File: config.mk
export PLATFORM = sky130hd
export DESIGN_NAME = serve_from_fullest_pool_unit_flat
export DESIGN_NICKNAME = d
export VERILOG_FILES = /design/src/sv/sffp_pkg.sv /design/src/sv/sffp_if.sv /design/src/sv/sffp_ram.sv /design/src/sv/sffp_apb_regs.sv /design/src/sv/serve_from_fullest_pool_unit.sv /design/src/flat_wrapper.sv
export VERILOG_INCLUDE_DIRS = /design/src /design/src/sv
export SDC_FILE = /design/constraint.sdc
export NUM_CORES = 1
export LEC_CHECK = 0
export BUFFER_PORTS_ARGS = -buffer_cell sky130_fd_sc_hd__buf_2
export CORE_UTILIZATION = 35
export DETAILED_ROUTE_END_ITERATION = 6
export SYNTH_ARGS = -nofsm -noshare
export SYNTH_HDL_FRONTEND = slang
export SYNTH_SLANG_ARGS = --single-unit
File: constraint.sdc
create_clock -name clk_i -period 7.71 [get_ports clk_i]
set_input_delay 0.771 -clock clk_i [delete_from_list [all_inputs] [get_ports clk_i]]
set_output_delay 0.771 -clock clk_i [all_outputs]
set_load 0.01 [all_outputs]
File: src/sv/serve_from_fullest_pool_unit_assert.svh
// Assertion helpers for serve_from_fullest_pool_unit.
// Both sample on clk_i and stay off while rst_ni is low.
`ifndef SERVE_FROM_FULLEST_POOL_UNIT_ASSERT_SVH
`define SERVE_FROM_FULLEST_POOL_UNIT_ASSERT_SVH

// same-cycle implication
`define SFFP_ASSERT_NOW(label, ante, cons, msg) \
  label: assert property (@(posedge clk_i) disable iff (!rst_ni) (ante) |-> (cons)) \
    else $error(msg);

// next-cycle implication
`define SFFP_ASSERT_NEXT(label, ante, cons, msg) \
  label: assert property (@(posedge clk_i) disable iff (!rst_ni) (ante) |=> (cons)) \
    else $error(msg);

`endif

File: src/sv/sffp_pkg.sv
`timescale 1ns / 1ps
package sffp_pkg;

  // item field widths
  localparam int MODE_W     = 1;
  localparam int INDEX_W    = 3;
  localparam int ID_W       = 16;
  localparam int COUNT_W    = 16;
  localparam int AMOUNT_W   = 16;
  localparam int STATUS_W   = 2;

  // register file
  localparam int ACTIVE_W   = 4;
  localparam int APB_DATA_W = 32;
  localparam int APB_ADDR_W = 3;
  localparam int REG_ACTIVE_ENTRIES = 0;

  // parameter defaults
  localparam int DEF_ENTRIES    = 8;
  localparam int DEF_COUNT_BITS = 16;
  localparam int DEF_ID_BITS    = 16;

  localparam logic [MODE_W-1:0] MODE_LOAD  = 1'b0;
  localparam logic [MODE_W-1:0] MODE_SERVE = 1'b1;

  localparam logic [STATUS_W-1:0] STATUS_LOADED  = 2'd0;
  localparam logic [STATUS_W-1:0] STATUS_SERVED  = 2'd1;
  localparam logic [STATUS_W-1:0] STATUS_REFUSED = 2'd2;

  typedef struct packed {
    logic [STATUS_W-1:0] status;
    logic [INDEX_W-1:0]  served_index;
    logic [ID_W-1:0]     served_id;
    logic [COUNT_W-1:0]  remaining_count;
  } res_t;

endpackage

File: src/sv/sffp_if.sv
`timescale 1ns / 1ps
interface sffp_in_if import sffp_pkg::*; ();
  logic                valid;
  logic                ready;
  logic [MODE_W-1:0]   mode;
  logic [INDEX_W-1:0]  entry_index;
  logic [ID_W-1:0]     entry_id;
  logic [COUNT_W-1:0]  entry_count;
  logic [AMOUNT_W-1:0] amount;

  modport source (output valid, mode, entry_index, entry_id, entry_count, amount,
                  input ready);
  modport sink   (input valid, mode, entry_index, entry_id, entry_count, amount,
                  output ready);
endinterface

interface sffp_out_if import sffp_pkg::*; ();
  logic                valid;
  logic                ready;
  logic [STATUS_W-1:0] status;
  logic [INDEX_W-1:0]  served_index;
  logic [ID_W-1:0]     served_id;
  logic [COUNT_W-1:0]  remaining_count;

  modport source (output valid, status, served_index, served_id, remaining_count,
                  input ready);
  modport sink   (input valid, status, served_index, served_id, remaining_count,
                  output ready);
endinterface

File: src/sv/sffp_ram.sv
`timescale 1ns / 1ps
module sffp_ram #(
  parameter int WIDTH = 32,
  parameter int DEPTH = 8,
  localparam int AW = (DEPTH > 1) ? $clog2(DEPTH) : 1
) (
  input  logic             clk_i,
  input  logic             we_i,
  input  logic [AW-1:0]    waddr_i,
  input  logic [WIDTH-1:0] wdata_i,
  input  logic             re_i,
  input  logic [AW-1:0]    raddr_i,
  output logic [WIDTH-1:0] rdata_o
);

  logic [WIDTH-1:0] mem [DEPTH];
  logic [WIDTH-1:0] rdata_q;

  always_ff @(posedge clk_i) begin
    if (we_i) begin
      mem[waddr_i] <= wdata_i;
    end
    if (re_i) begin
      rdata_q <= mem[raddr_i];
    end
  end

  assign rdata_o = rdata_q;

endmodule

File: src/sv/sffp_apb_regs.sv
`timescale 1ns / 1ps
module sffp_apb_regs import sffp_pkg::*; (
  input  logic                  clk_i,
  input  logic                  rst_ni,
  input  logic                  psel,
  input  logic                  penable,
  input  logic                  pwrite,
  input  logic [APB_ADDR_W-1:0] paddr,
  input  logic [APB_DATA_W-1:0] pwdata,
  output logic [APB_DATA_W-1:0] prdata,
  output logic                  pready,
  output logic [ACTIVE_W-1:0]   active_entries_o
);

  localparam int REG_IDX_W = APB_ADDR_W - 2;

  logic [ACTIVE_W-1:0] active_q, active_d;
  logic                hit;

  // word-aligned decode, byte offset ignored
  assign hit    = (paddr[APB_ADDR_W-1:2] == REG_IDX_W'(REG_ACTIVE_ENTRIES));
  assign pready = 1'b1;

  always_comb begin
    active_d = active_q;
    if (psel && penable && pwrite && hit) begin
      active_d = pwdata[ACTIVE_W-1:0];
    end
  end

  always_ff @(posedge clk_i or negedge rst_ni) begin
    if (!rst_ni) begin
      active_q <= '0;
    end else begin
      active_q <= active_d;
    end
  end

  assign prdata           = hit ? APB_DATA_W'(active_q) : '0;
  assign active_entries_o = active_q;

endmodule

File: src/sv/serve_from_fullest_pool_unit.sv
`timescale 1ns / 1ps
// serve_from_fullest_pool_unit: table of pools (id + unit count) in one RAM.
// Input channel in_i (valid/ready): mode 0 loads slot entry_index with
// entry_id / entry_count; mode 1 asks for amount units from the pool with
// the largest count among slots 0..active_entries-1 (ties: lowest id, then
// lowest slot). Output channel out_o gives one item per input item: status
// loaded / served / refused, and for a served request the slot, id and
// count left. APB port holds active_entries; a serve clips it to ENTRIES.
// Sequence: a load, or a serve with no active slots, goes from idle to
// the done state, which moves its result into the out_o register.
// A serve reads and compares one slot per cycle on the single RAM read port
// in the scan state, writes the new count back in its decide state when
// served, then passes through the done state to out_o. The next item is
// taken only once the sequencer is back in the idle state.
// in_i.ready is high only when no item is in flight; a finished result
// may still sit in the output register while the next item is accepted.
// If out_o is stalled, the following result waits in the engine, and
// in_i stays low until it has moved to the output register.
// Reset clears control state and active_entries; the table is undefined
// until loaded, and no clearing pass runs.
module serve_from_fullest_pool_unit import sffp_pkg::*; #(
  parameter int ENTRIES    = DEF_ENTRIES,
  parameter int COUNT_BITS = DEF_COUNT_BITS,
  parameter int ID_BITS    = DEF_ID_BITS
) (
  input  logic                  clk_i,
  input  logic                  rst_ni,
  sffp_in_if.sink               in_i,
  sffp_out_if.source            out_o,
  input  logic                  psel,
  input  logic                  penable,
  input  logic                  pwrite,
  input  logic [APB_ADDR_W-1:0] paddr,
  input  logic [APB_DATA_W-1:0] pwdata,
  output logic [APB_DATA_W-1:0] prdata,
  output logic                  pready
);

  localparam int IDX_W = (ENTRIES > 1) ? $clog2(ENTRIES) : 1;
  localparam int PTR_W = $clog2(ENTRIES + 1);
  localparam int MEM_W = ID_BITS + COUNT_BITS;
  localparam int CMP_W = (COUNT_BITS > AMOUNT_W) ? COUNT_BITS : AMOUNT_W;

  // sequencer states
  localparam logic [1:0] ST_IDLE   = 2'd0;
  localparam logic [1:0] ST_SCAN   = 2'd1;
  localparam logic [1:0] ST_DECIDE = 2'd2;
  localparam logic [1:0] ST_DONE   = 2'd3;

  logic [ACTIVE_W-1:0] active_entries;

  sffp_apb_regs u_regs (
    .clk_i            (clk_i),
    .rst_ni           (rst_ni),
    .psel             (psel),
    .penable          (penable),
    .pwrite           (pwrite),
    .paddr            (paddr),
    .pwdata           (pwdata),
    .prdata           (prdata),
    .pready           (pready),
    .active_entries_o (active_entries)
  );

  // pool table: {id, count} per slot
  logic             ram_we, ram_re;
  logic [IDX_W-1:0] ram_waddr, ram_raddr;
  logic [MEM_W-1:0] ram_wdata, ram_rdata;

  sffp_ram #(
    .WIDTH (MEM_W),
    .DEPTH (ENTRIES)
  ) u_table (
    .clk_i   (clk_i),
    .we_i    (ram_we),
    .waddr_i (ram_waddr),
    .wdata_i (ram_wdata),
    .re_i    (ram_re),
    .raddr_i (ram_raddr),
    .rdata_o (ram_rdata)
  );

  logic [1:0]            st_q, st_d;
  logic [PTR_W-1:0]      rd_ptr_q, rd_ptr_d;    // next slot to read
  logic [PTR_W-1:0]      cmp_ptr_q, cmp_ptr_d;  // slot whose data is on ram_rdata
  logic [PTR_W-1:0]      n_q, n_d;              // slots to scan
  logic                  out_valid_q, out_valid_d;

  logic [AMOUNT_W-1:0]   amount_q, amount_d;
  logic [IDX_W-1:0]      best_idx_q, best_idx_d;
  logic [ID_BITS-1:0]    best_id_q, best_id_d;
  logic [COUNT_BITS-1:0] best_cnt_q, best_cnt_d;
  res_t                  res_q, res_d;
  res_t                  out_q, out_d;

  logic                  accept_in, out_free, better, load_in_range;
  logic [PTR_W-1:0]      n_sat;
  logic [ID_BITS-1:0]    rd_id;
  logic [COUNT_BITS-1:0] rd_cnt, new_cnt;

  assign in_i.ready = (st_q == ST_IDLE);
  assign accept_in  = in_i.valid && in_i.ready;
  assign out_free   = !out_valid_q || out_o.ready;

  assign load_in_range = (32'(in_i.entry_index) < ENTRIES);
  assign n_sat = (32'(active_entries) > ENTRIES) ? PTR_W'(ENTRIES)
                                                 : PTR_W'(active_entries);

  assign rd_id   = ram_rdata[MEM_W-1:COUNT_BITS];
  assign rd_cnt  = ram_rdata[COUNT_BITS-1:0];
  // first slot seeds the search; strict compare keeps the lowest slot on full ties
  assign better  = (cmp_ptr_q == '0) || (rd_cnt > best_cnt_q) ||
                   ((rd_cnt == best_cnt_q) && (rd_id < best_id_q));
  // exact when the amount fits, i.e. whenever it is used
  assign new_cnt = best_cnt_q - COUNT_BITS'(amount_q);

  always_comb begin
    st_d        = st_q;
    rd_ptr_d    = rd_ptr_q;
    cmp_ptr_d   = cmp_ptr_q;
    n_d         = n_q;
    amount_d    = amount_q;
    best_idx_d  = best_idx_q;
    best_id_d   = best_id_q;
    best_cnt_d  = best_cnt_q;
    res_d       = res_q;
    out_d       = out_q;
    out_valid_d = out_valid_q && !out_o.ready;
    ram_we      = 1'b0;
    ram_waddr   = best_idx_q;
    ram_wdata   = {best_id_q, new_cnt};
    ram_re      = 1'b0;
    ram_raddr   = rd_ptr_q[IDX_W-1:0];

    case (st_q)
      ST_IDLE: begin
        if (accept_in) begin
          res_d = '0;
          if (in_i.mode == MODE_LOAD) begin
            ram_we       = load_in_range;
            ram_waddr    = IDX_W'(in_i.entry_index);
            ram_wdata    = {ID_BITS'(in_i.entry_id), COUNT_BITS'(in_i.entry_count)};
            res_d.status = STATUS_LOADED;
            st_d         = ST_DONE;
          end else begin
            amount_d = in_i.amount;
            n_d      = n_sat;
            if (n_sat == '0) begin
              res_d.status = STATUS_REFUSED;
              st_d         = ST_DONE;
            end else begin
              ram_re    = 1'b1;
              ram_raddr = '0;
              rd_ptr_d  = PTR_W'(1);
              cmp_ptr_d = '0;
              st_d      = ST_SCAN;
            end
          end
        end
      end
      ST_SCAN: begin
        if (better) begin
          best_idx_d = cmp_ptr_q[IDX_W-1:0];
          best_id_d  = rd_id;
          best_cnt_d = rd_cnt;
        end
        if (rd_ptr_q < n_q) begin
          ram_re   = 1'b1;
          rd_ptr_d = rd_ptr_q + PTR_W'(1);
        end
        if (cmp_ptr_q == n_q - PTR_W'(1)) begin
          st_d = ST_DECIDE;
        end else begin
          cmp_ptr_d = cmp_ptr_q + PTR_W'(1);
        end
      end
      ST_DECIDE: begin
        res_d = '0;
        if (CMP_W'(best_cnt_q) >= CMP_W'(amount_q)) begin
          ram_we                = 1'b1;
          res_d.status          = STATUS_SERVED;
          res_d.served_index    = INDEX_W'(best_idx_q);
          res_d.served_id       = ID_W'(best_id_q);
          res_d.remaining_count = COUNT_W'(new_cnt);
        end else begin
          res_d.status = STATUS_REFUSED;
        end
        st_d = ST_DONE;
      end
      ST_DONE: begin
        if (out_free) begin
          out_d       = res_q;
          out_valid_d = 1'b1;
          st_d        = ST_IDLE;
        end
      end
      default: begin
        st_d = ST_IDLE;
      end
    endcase
  end

  always_ff @(posedge clk_i or negedge rst_ni) begin
    if (!rst_ni) begin
      st_q        <= ST_IDLE;
      rd_ptr_q    <= '0;
      cmp_ptr_q   <= '0;
      n_q         <= '0;
      out_valid_q <= 1'b0;
    end else begin
      st_q        <= st_d;
      rd_ptr_q    <= rd_ptr_d;
      cmp_ptr_q   <= cmp_ptr_d;
      n_q         <= n_d;
      out_valid_q <= out_valid_d;
    end
  end

  always_ff @(posedge clk_i) begin
    amount_q   <= amount_d;
    best_idx_q <= best_idx_d;
    best_id_q  <= best_id_d;
    best_cnt_q <= best_cnt_d;
    res_q      <= res_d;
    out_q      <= out_d;
  end

  assign out_o.valid           = out_valid_q;
  assign out_o.status          = out_q.status;
  assign out_o.served_index    = out_q.served_index;
  assign out_o.served_id       = out_q.served_id;
  assign out_o.remaining_count = out_q.remaining_count;

`include "serve_from_fullest_pool_unit_assert.svh"

  // table port is never read and written in the same cycle
  `SFFP_ASSERT_NOW(a_no_rw_overlap, ram_we, !ram_re, "table read and write overlap")

  // scan never runs past the active slots
  `SFFP_ASSERT_NOW(a_scan_bound, st_q == ST_SCAN, (cmp_ptr_q < n_q) && (n_q != '0),
                   "scan pointer out of range")

  // loaded and refused results carry zero fields
  `SFFP_ASSERT_NOW(a_zero_fields, out_valid_q && (out_q.status != STATUS_SERVED),
                   (out_q.served_index == '0) && (out_q.served_id == '0) &&
                   (out_q.remaining_count == '0), "non-served result has payload")

  // an accepted item always leaves the idle state
  `SFFP_ASSERT_NEXT(a_accept_busy, accept_in, st_q != ST_IDLE, "accept did not start work")

endmodule
File: src/flat_wrapper.sv
// flat-port wrapper written by rule: the top's interface ports become plain ports
module serve_from_fullest_pool_unit_flat import sffp_pkg::*;
#(
  parameter int ENTRIES    = DEF_ENTRIES,
  parameter int COUNT_BITS = DEF_COUNT_BITS,
  parameter int ID_BITS    = DEF_ID_BITS
)
  (clk_i, rst_ni, psel, penable, pwrite, paddr, pwdata, prdata, pready, in_i_valid, in_i_mode, in_i_entry_index, in_i_entry_id, in_i_entry_count, in_i_amount, in_i_ready, out_o_valid, out_o_status, out_o_served_index, out_o_served_id, out_o_remaining_count, out_o_ready);
  sffp_in_if in_i_i ();
  sffp_out_if out_o_i ();
  input  logic clk_i;
  input  logic rst_ni;
  input  logic psel;
  input  logic penable;
  input  logic pwrite;
  input  logic [APB_ADDR_W-1:0] paddr;
  input  logic [APB_DATA_W-1:0] pwdata;
  output logic [APB_DATA_W-1:0] prdata;
  output logic pready;
  input wire logic [$bits(in_i_i.valid)-1:0] in_i_valid;
  input wire logic [$bits(in_i_i.mode)-1:0] in_i_mode;
  input wire logic [$bits(in_i_i.entry_index)-1:0] in_i_entry_index;
  input wire logic [$bits(in_i_i.entry_id)-1:0] in_i_entry_id;
  input wire logic [$bits(in_i_i.entry_count)-1:0] in_i_entry_count;
  input wire logic [$bits(in_i_i.amount)-1:0] in_i_amount;
  output wire logic [$bits(in_i_i.ready)-1:0] in_i_ready;
  output wire logic [$bits(out_o_i.valid)-1:0] out_o_valid;
  output wire logic [$bits(out_o_i.status)-1:0] out_o_status;
  output wire logic [$bits(out_o_i.served_index)-1:0] out_o_served_index;
  output wire logic [$bits(out_o_i.served_id)-1:0] out_o_served_id;
  output wire logic [$bits(out_o_i.remaining_count)-1:0] out_o_remaining_count;
  input wire logic [$bits(out_o_i.ready)-1:0] out_o_ready;
  assign in_i_i.valid = in_i_valid;
  assign in_i_i.mode = in_i_mode;
  assign in_i_i.entry_index = in_i_entry_index;
  assign in_i_i.entry_id = in_i_entry_id;
  assign in_i_i.entry_count = in_i_entry_count;
  assign in_i_i.amount = in_i_amount;
  assign in_i_ready = in_i_i.ready;
  assign out_o_valid = out_o_i.valid;
  assign out_o_status = out_o_i.status;
  assign out_o_served_index = out_o_i.served_index;
  assign out_o_served_id = out_o_i.served_id;
  assign out_o_remaining_count = out_o_i.remaining_count;
  assign out_o_i.ready = out_o_ready;
  serve_from_fullest_pool_unit #(.ENTRIES(ENTRIES), .COUNT_BITS(COUNT_BITS), .ID_BITS(ID_BITS)) u_core (.clk_i(clk_i), .rst_ni(rst_ni), .in_i(in_i_i), .out_o(out_o_i), .psel(psel), .penable(penable), .pwrite(pwrite), .paddr(paddr), .pwdata(pwdata), .prdata(prdata), .pready(pready));
endmodule
Word-level counts from Yosys, hierarchy flattened --
Memories as Yosys holds them, arrays and structs flattened. A register that Yosys moved wholly into a read port is not among the register bits. Index checks and enable logic that the tools add are counted.
Word-level totals: logic and storage cells 111, bits of input ports 94, memories 1, output and inout bits 72, memory bits (writable) 256, register bits after elaboration 144
Memory list:
- u_core.u_table.mem | words 8, width 32, read ports 1, clocked after memory_dff 1, wr ports 1, RTL line sffp_ram.sv:16 | logic [WIDTH-1:0] mem [DEPTH];
Cells by class: bitwise operators 1, magnitude comparators 5, add/subtract/negate cells 4, reductions and logical operators 23, eq/ne operators 12, muxes and demuxes 47
Operators with widths (number):
- two-way mux 32 bit | 3
- case mux 37 bit (2 select lines) | 1
- two-way mux 4 bit | 10
- two-way mux 37 bit | 1
- two-way mux 35 bit | 1
- two-way mux 3 bit | 7
- == test 16 bit | 1
- >= comparator 16 bit | 1
- greater-than comparator 16 bit | 1
- < comparator 16 bit | 1
- two-way mux 2 bit | 8
- case mux 4 bit (2 select lines) | 2
- subtractor 16 bit | 1
- two-way mux 1 bit | 11
- AND reduction 5 bit | 2
- adder 4 x 1 -> 4 bit (second input constant) | 2
- logical NOT 4 bit | 2
- inequality test 2 bit (second input constant) | 4
- case mux 2 bit (4 select lines) | 1
- logical AND 1 bit | 6
- inequality test 2 x 1 -> 1 bit (second input constant) | 3
- AND reduction 2 bit | 3
- AND reduction 3 bit | 2
- == test 2 bit (second input constant) | 2
- other kinds (11) | 16

Longest topological paths before layout --
depth after elaboration 7, depth in mapped cells 12, mapped depth without buffers 11

Hierarchy --
A second synthesis with hierarchy kept.
Second synthesis, totals: cell total of the unflattened synthesis 1069, area, all modules 18256.3 µm²
Modules (own cells, without submodules):
- sffp_ram | seq. area each 8648.3 µm², area an instance 10786.6 µm², cells an instance 415, times used 1
- serve_from_fullest_pool_unit | seq. area each 4129.0 µm², area an instance 7040.5 µm², cells an instance 610, times used 1
- sffp_apb_regs | seq. area each 100.1 µm², area an instance 429.2 µm², cells an instance 44, times used 1

Worst setup path after synthesis --
No wires, ideal clock.
path kind flip-flop to flip-flop, start register u_core.u_table.rdata_q[15] (netlist: u_core.u_table.rdata_o[15]), read port of u_core.u_table.mem, end register u_core.best_cnt_q[0], enable pin, data required time 7.185 ns, arrival time 5.081 ns, cell stages (with the launch flop) 7, buffers on the path 0, setup time 0.525 ns, path slack 2.105 ns, clock period less this slack 5.605 ns, cell sequence edfxtp_1 -> ha_1 -> nand4_1 -> nor2_1 -> nand2_1 -> or3_1 -> o41ai_1
On the way: word-level cells in the longest chain between the ends 4, elaborated cells on any way between the ends 6, those cells by class 1 x order compare; 1 x eq/ne; 4 x reduce/logical
Ends and longest elaborated chain:
- from (decl) | RTL line sffp_ram.sv:17 | logic [WIDTH-1:0] rdata_q;
- greater-than comparator 16 bit or == test 16 bit (tied branches) | RTL line serve_from_fullest_pool_unit.sv:112, serve_from_fullest_pool_unit.sv:113
- logical OR 1 bit or logical AND 1 bit (tied branches) | RTL line serve_from_fullest_pool_unit.sv:112, serve_from_fullest_pool_unit.sv:113
- logical OR 1 bit * | RTL line serve_from_fullest_pool_unit.sv:112 | assign better = (cmp_ptr_q == '0) || (rd_cnt > best_cnt_q) ||
- AND reduction 2 bit (no line) *
- to (signal assigned) | RTL line serve_from_fullest_pool_unit.sv:223 | best_cnt_q <= best_cnt_d;
- to (decl) | RTL line serve_from_fullest_pool_unit.sv:92 | logic [COUNT_BITS-1:0] best_cnt_q, best_cnt_d;
Mark *: on every way between the ends. The rest lies on a longest branch, timed or not. A chain may end at the register's enable or synchronous reset.

Final worst setup path --
start register u_core.best_cnt_q[0], end memory u_core.u_table.mem[6][23], enable pin
On the way: word-level cells in the longest chain between the ends 5
Ends and longest elaborated chain:
- >= comparator 16 bit | RTL line serve_from_fullest_pool_unit.sv:179 | if (CMP_W'(best_cnt_q) >= CMP_W'(amount_q)) begin
- two-way mux 1 bit | RTL line serve_from_fullest_pool_unit.sv:179
- case mux 1 bit (2 select lines) | RTL line serve_from_fullest_pool_unit.sv:135 | case (st_q)
- two-way mux 1 bit | RTL line sffp_ram.sv:20 | if (we_i) begin
- two-way mux 1 bit (not written as such) | RTL line sffp_ram.sv:21 | mem[waddr_i] <= wdata_i;
- to (decl) | RTL line sffp_ram.sv:16
Every way passes these cells.

==> impl_results.md <==
* Worst reg-to-reg path cell count at 13
* Congestion Overflow GR at 0
* Fmax achieved at 0.242 GHz
* Die W at approximately 230 um
* Post-synthesis sequential area ratio at between 60% and 70%
* Synth unique cells at 60
* H-tree levels at 2
* Worst r2r src: u_core.best_cnt_q[0]
* Status: complete, no violations
* Design area at 21000 um2
* Initial Utilization at roughly 36%
* First-pass GRT wire length at ~62000 um
* CTS tree: built
* Critical Path AT at about 4.4 ns
* Detailed Route WL at slightly above 40000 um
* Slew @ Worst Pin at 1.35 ns
* Synth cell count leaders: edfxtp_1 (413), nor2_1 (158), nand2_1 (93)
* Max_cap viols at 0
* Synth warnings at 0
* Hpwl dp at around 25000 um
* Die height at approximately 230 um
* Clock Skews at 0.0159 ns
* Syn Area/Cell at 14.4 um2
* PwrDens at roughly 400 nW/um2
* Residual DRC count at 0
* Synth top area share at about two thirds
* # IOs at around 170
* Clk sink count at between 400 and 500
* Hold WC Path Type: primary input to async pin
* Rel. slew slack at 9.13%
* Clock transition at path regs at 0.06 ns
* Top-count cell post-synth: edfxtp_1
* Place WS at 3.60 ns
* Total inserted antenna cells at 0
* GR Util All Layers at 15.2%
* Post-synth EDFFs at just over 400
* Yosys top cell by area: edfxtp_1
* Clk_lat worst skew at 0.55 ns
* Vias in the first global route at between 10000 and 15000
* Routed len/inst at 19.2 um
* Final Critical Period at slightly above 4 ns
* Cts repair resizes at 0
* Most common flop cell mapped by yosys: edfxtp_1
* I/O Buffers at around 110
* CTS Hold Bufs at 0
* Core area at roughly 52000 um2
* Setup crit start kind: flop
* Final core occ at between 40% and 50%
* Yosys reg bits at ~430
* Layout area overhead at 14.0%
* Post-route ant nets at 0
* Final Max Slew Viols at 0
* Leak at approximately 0.0074 uW
* Reg-to-reg endpoint: u_core.u_table.mem[6][23]
* Mapped cell area at between 15000 and 20000 um2
* CP Data Required Time at 7.93 ns
* Largest net degree at the start of global routing at a little over 70
* Drt first pass iters at 5
* VDD IR max at 0.305 mV
* Clock Tree Buf Depth at 3
* Slack of the critical path at around 3.6 ns
* Final TNS setup at 0 ns
* Largest cells by area after synthesis: edfxtp_1 (67%), ha_1 (3.9%), mux4_2 (3.9%)
* Final Hold Viols at 0
* RSZ-0062 raised after global routing: false
* CP Capture Type: flop
* Die area at between 50000 and 60000 um2
* Total number of vias at around 11000
* Post CTS Setup Buffer Count at 0
* Vias per cell at 5.09
* WS Path Type: flop to flop
* Row count at 83
* Final setup fails at 0
* Synth async-reset ratio at 4.40%
* CTS buffer count at slightly above 40
* Share of cells above drive strength 1 at ~17%
* Synth Instances at 1276
* 1st-iter DRT viols at 760
* Reg-to-reg setup timing slack at 3.57 ns
* Cell Area, Placed at approximately 20000 um2
* Fill cell count at 4742
* Root Buffer: clkbuf_16
* CP max FO at 32
* Period utilization at 53.7%
* Initial antenna violation count at 0
* Nets at approximately 1500
* Total Power at roughly 8500 uW
* Routability congestion estimate from global placement at about 0.82
-- per-stage QoR --
| stage | hold WS [ns] | std cells |
|---|---|---|
| 2_1_floorplan | 0.400 | 1303 |
| 3_3_place_gp | 0.401 | 2024 |
| 3_5_place_dp | 0.405 | 2024 |
| 4_1_cts | 0.174 | 2098 |
| 5_1_grt | 0.198 | 2098 |
| 6_report | 0.180 | 2098 |
-- layout by cell type (no fill, tap or decap), types with 33 or more instances in the layout --
master     instances
a211oi_1          34
a21oi_1           65
buf_2            106
clkbuf_16         41
edfxtp_1         413
ha_1              58
inv_1             62
nand2_1           92
nor2_1           156
nor3b_1           33
o21ai_0           44
-- state kept, by name, indices dropped and copies added (netlist names) --
| register | cells |
|---|---|
| u_core.u_table.mem | 256 |
| u_core.best_id_q | 16 |
| u_core.res_q | 37 |
| u_core.out_o.served_index | 3 |
| u_core.cmp_ptr_q | 4 |
| u_core.u_table.rdata_o | 32 |
| u_core.best_cnt_q | 16 |
| u_core.out_o.served_id | 16 |
| u_core.n_q | 4 |
| u_core.out_o.status | 2 |
| u_core.u_regs.active_entries_o | 4 |
| u_core.rd_ptr_q | 4 |
| u_core.out_o.remaining_count | 16 |
| u_core.amount_q | 16 |
| u_core.st_q | 2 |
| u_core.best_idx_q | 3 |
| u_core.out_o.valid | 1 |
-- worst max-delay path by stage --
stage	from	end	slack, ns	cells after the start
3_5_place_dp	u_core.best_cnt_q[0]	u_core.u_table.mem[2][17]	3.60	13
4_1_cts	u_core.best_cnt_q[0]	u_core.u_table.mem[6][15]	3.57	13
6_report	u_core.best_cnt_q[0]	u_core.u_table.mem[6][23]	3.57	13
3_3_place_gp	u_core.best_cnt_q[0]	u_core.u_table.mem[6][21]	3.64	13
5_1_grt	u_core.best_cnt_q[0]	u_core.u_table.mem[6][21]	3.21	13
2_1_floorplan	u_core.u_table.rdata_o[15]	u_core.best_cnt_q[0]	2.10	6
-- cells by family (layout without fill, tap and decap cells) --
family / count (synthesis) / after routing / share of synthesized area (%)
mux: 39 / 39 / 4.33
other cells: 2 / 29 / 0.0408
xor+xnor: 19 / 19 / 0.903
simple gates: 353 / 353 / 8.87
compound gates: 225 / 225 / 8.06
fa+ha+maj: 59 / 59 / 4.05
buf+inv: 147 / 262 / 3.87
flops: 432 / 432 / 69.9
-- metal layers --
layer / track usage [%] / part of all wire [%] / up-vias
li1: - / - / 4991
met1: 20.3 / 44 / 5355
met2: 25.5 / 49 / 272
met3: 2.34 / 4.8 / 63
met4: 4.49 / 2.3 / 0
met5: 0 / 0 / -
-- power by group --
part	internal [uW]	total [uW]	switching, uW
logic	907	2690	1780
clock network	1080	1920	839
registers	3600	3870	273
-- worst max-delay path, cell delays in order (launching register included) --
cell,delay (ns)
edfxtp_1,0.40
inv_1,0.08
ha_1,0.17
inv_1,0.06
fa_1,0.48
a211oi_1,0.32
o21ai_1,0.17
a2111oi_2,0.45
o31a_1,0.19
buf_4,0.38
inv_2,0.21
nand2b_1,0.36
o32ai_4,0.14
buf_4,0.33
-- area by class of cell --
cell class,instances,area (um2),area share [%]
Sequential cell,432,12900,61.3
Clock inverter,29,220,1.05
Tap cell,680,851,4.05
Multi-Input combinational cell,724,5110,24.3
Clock buffer,45,1040,4.96
Inverter,63,236,1.13
Timing Repair Buffer,125,673,3.20
Power figures use the tool's default switching activity.
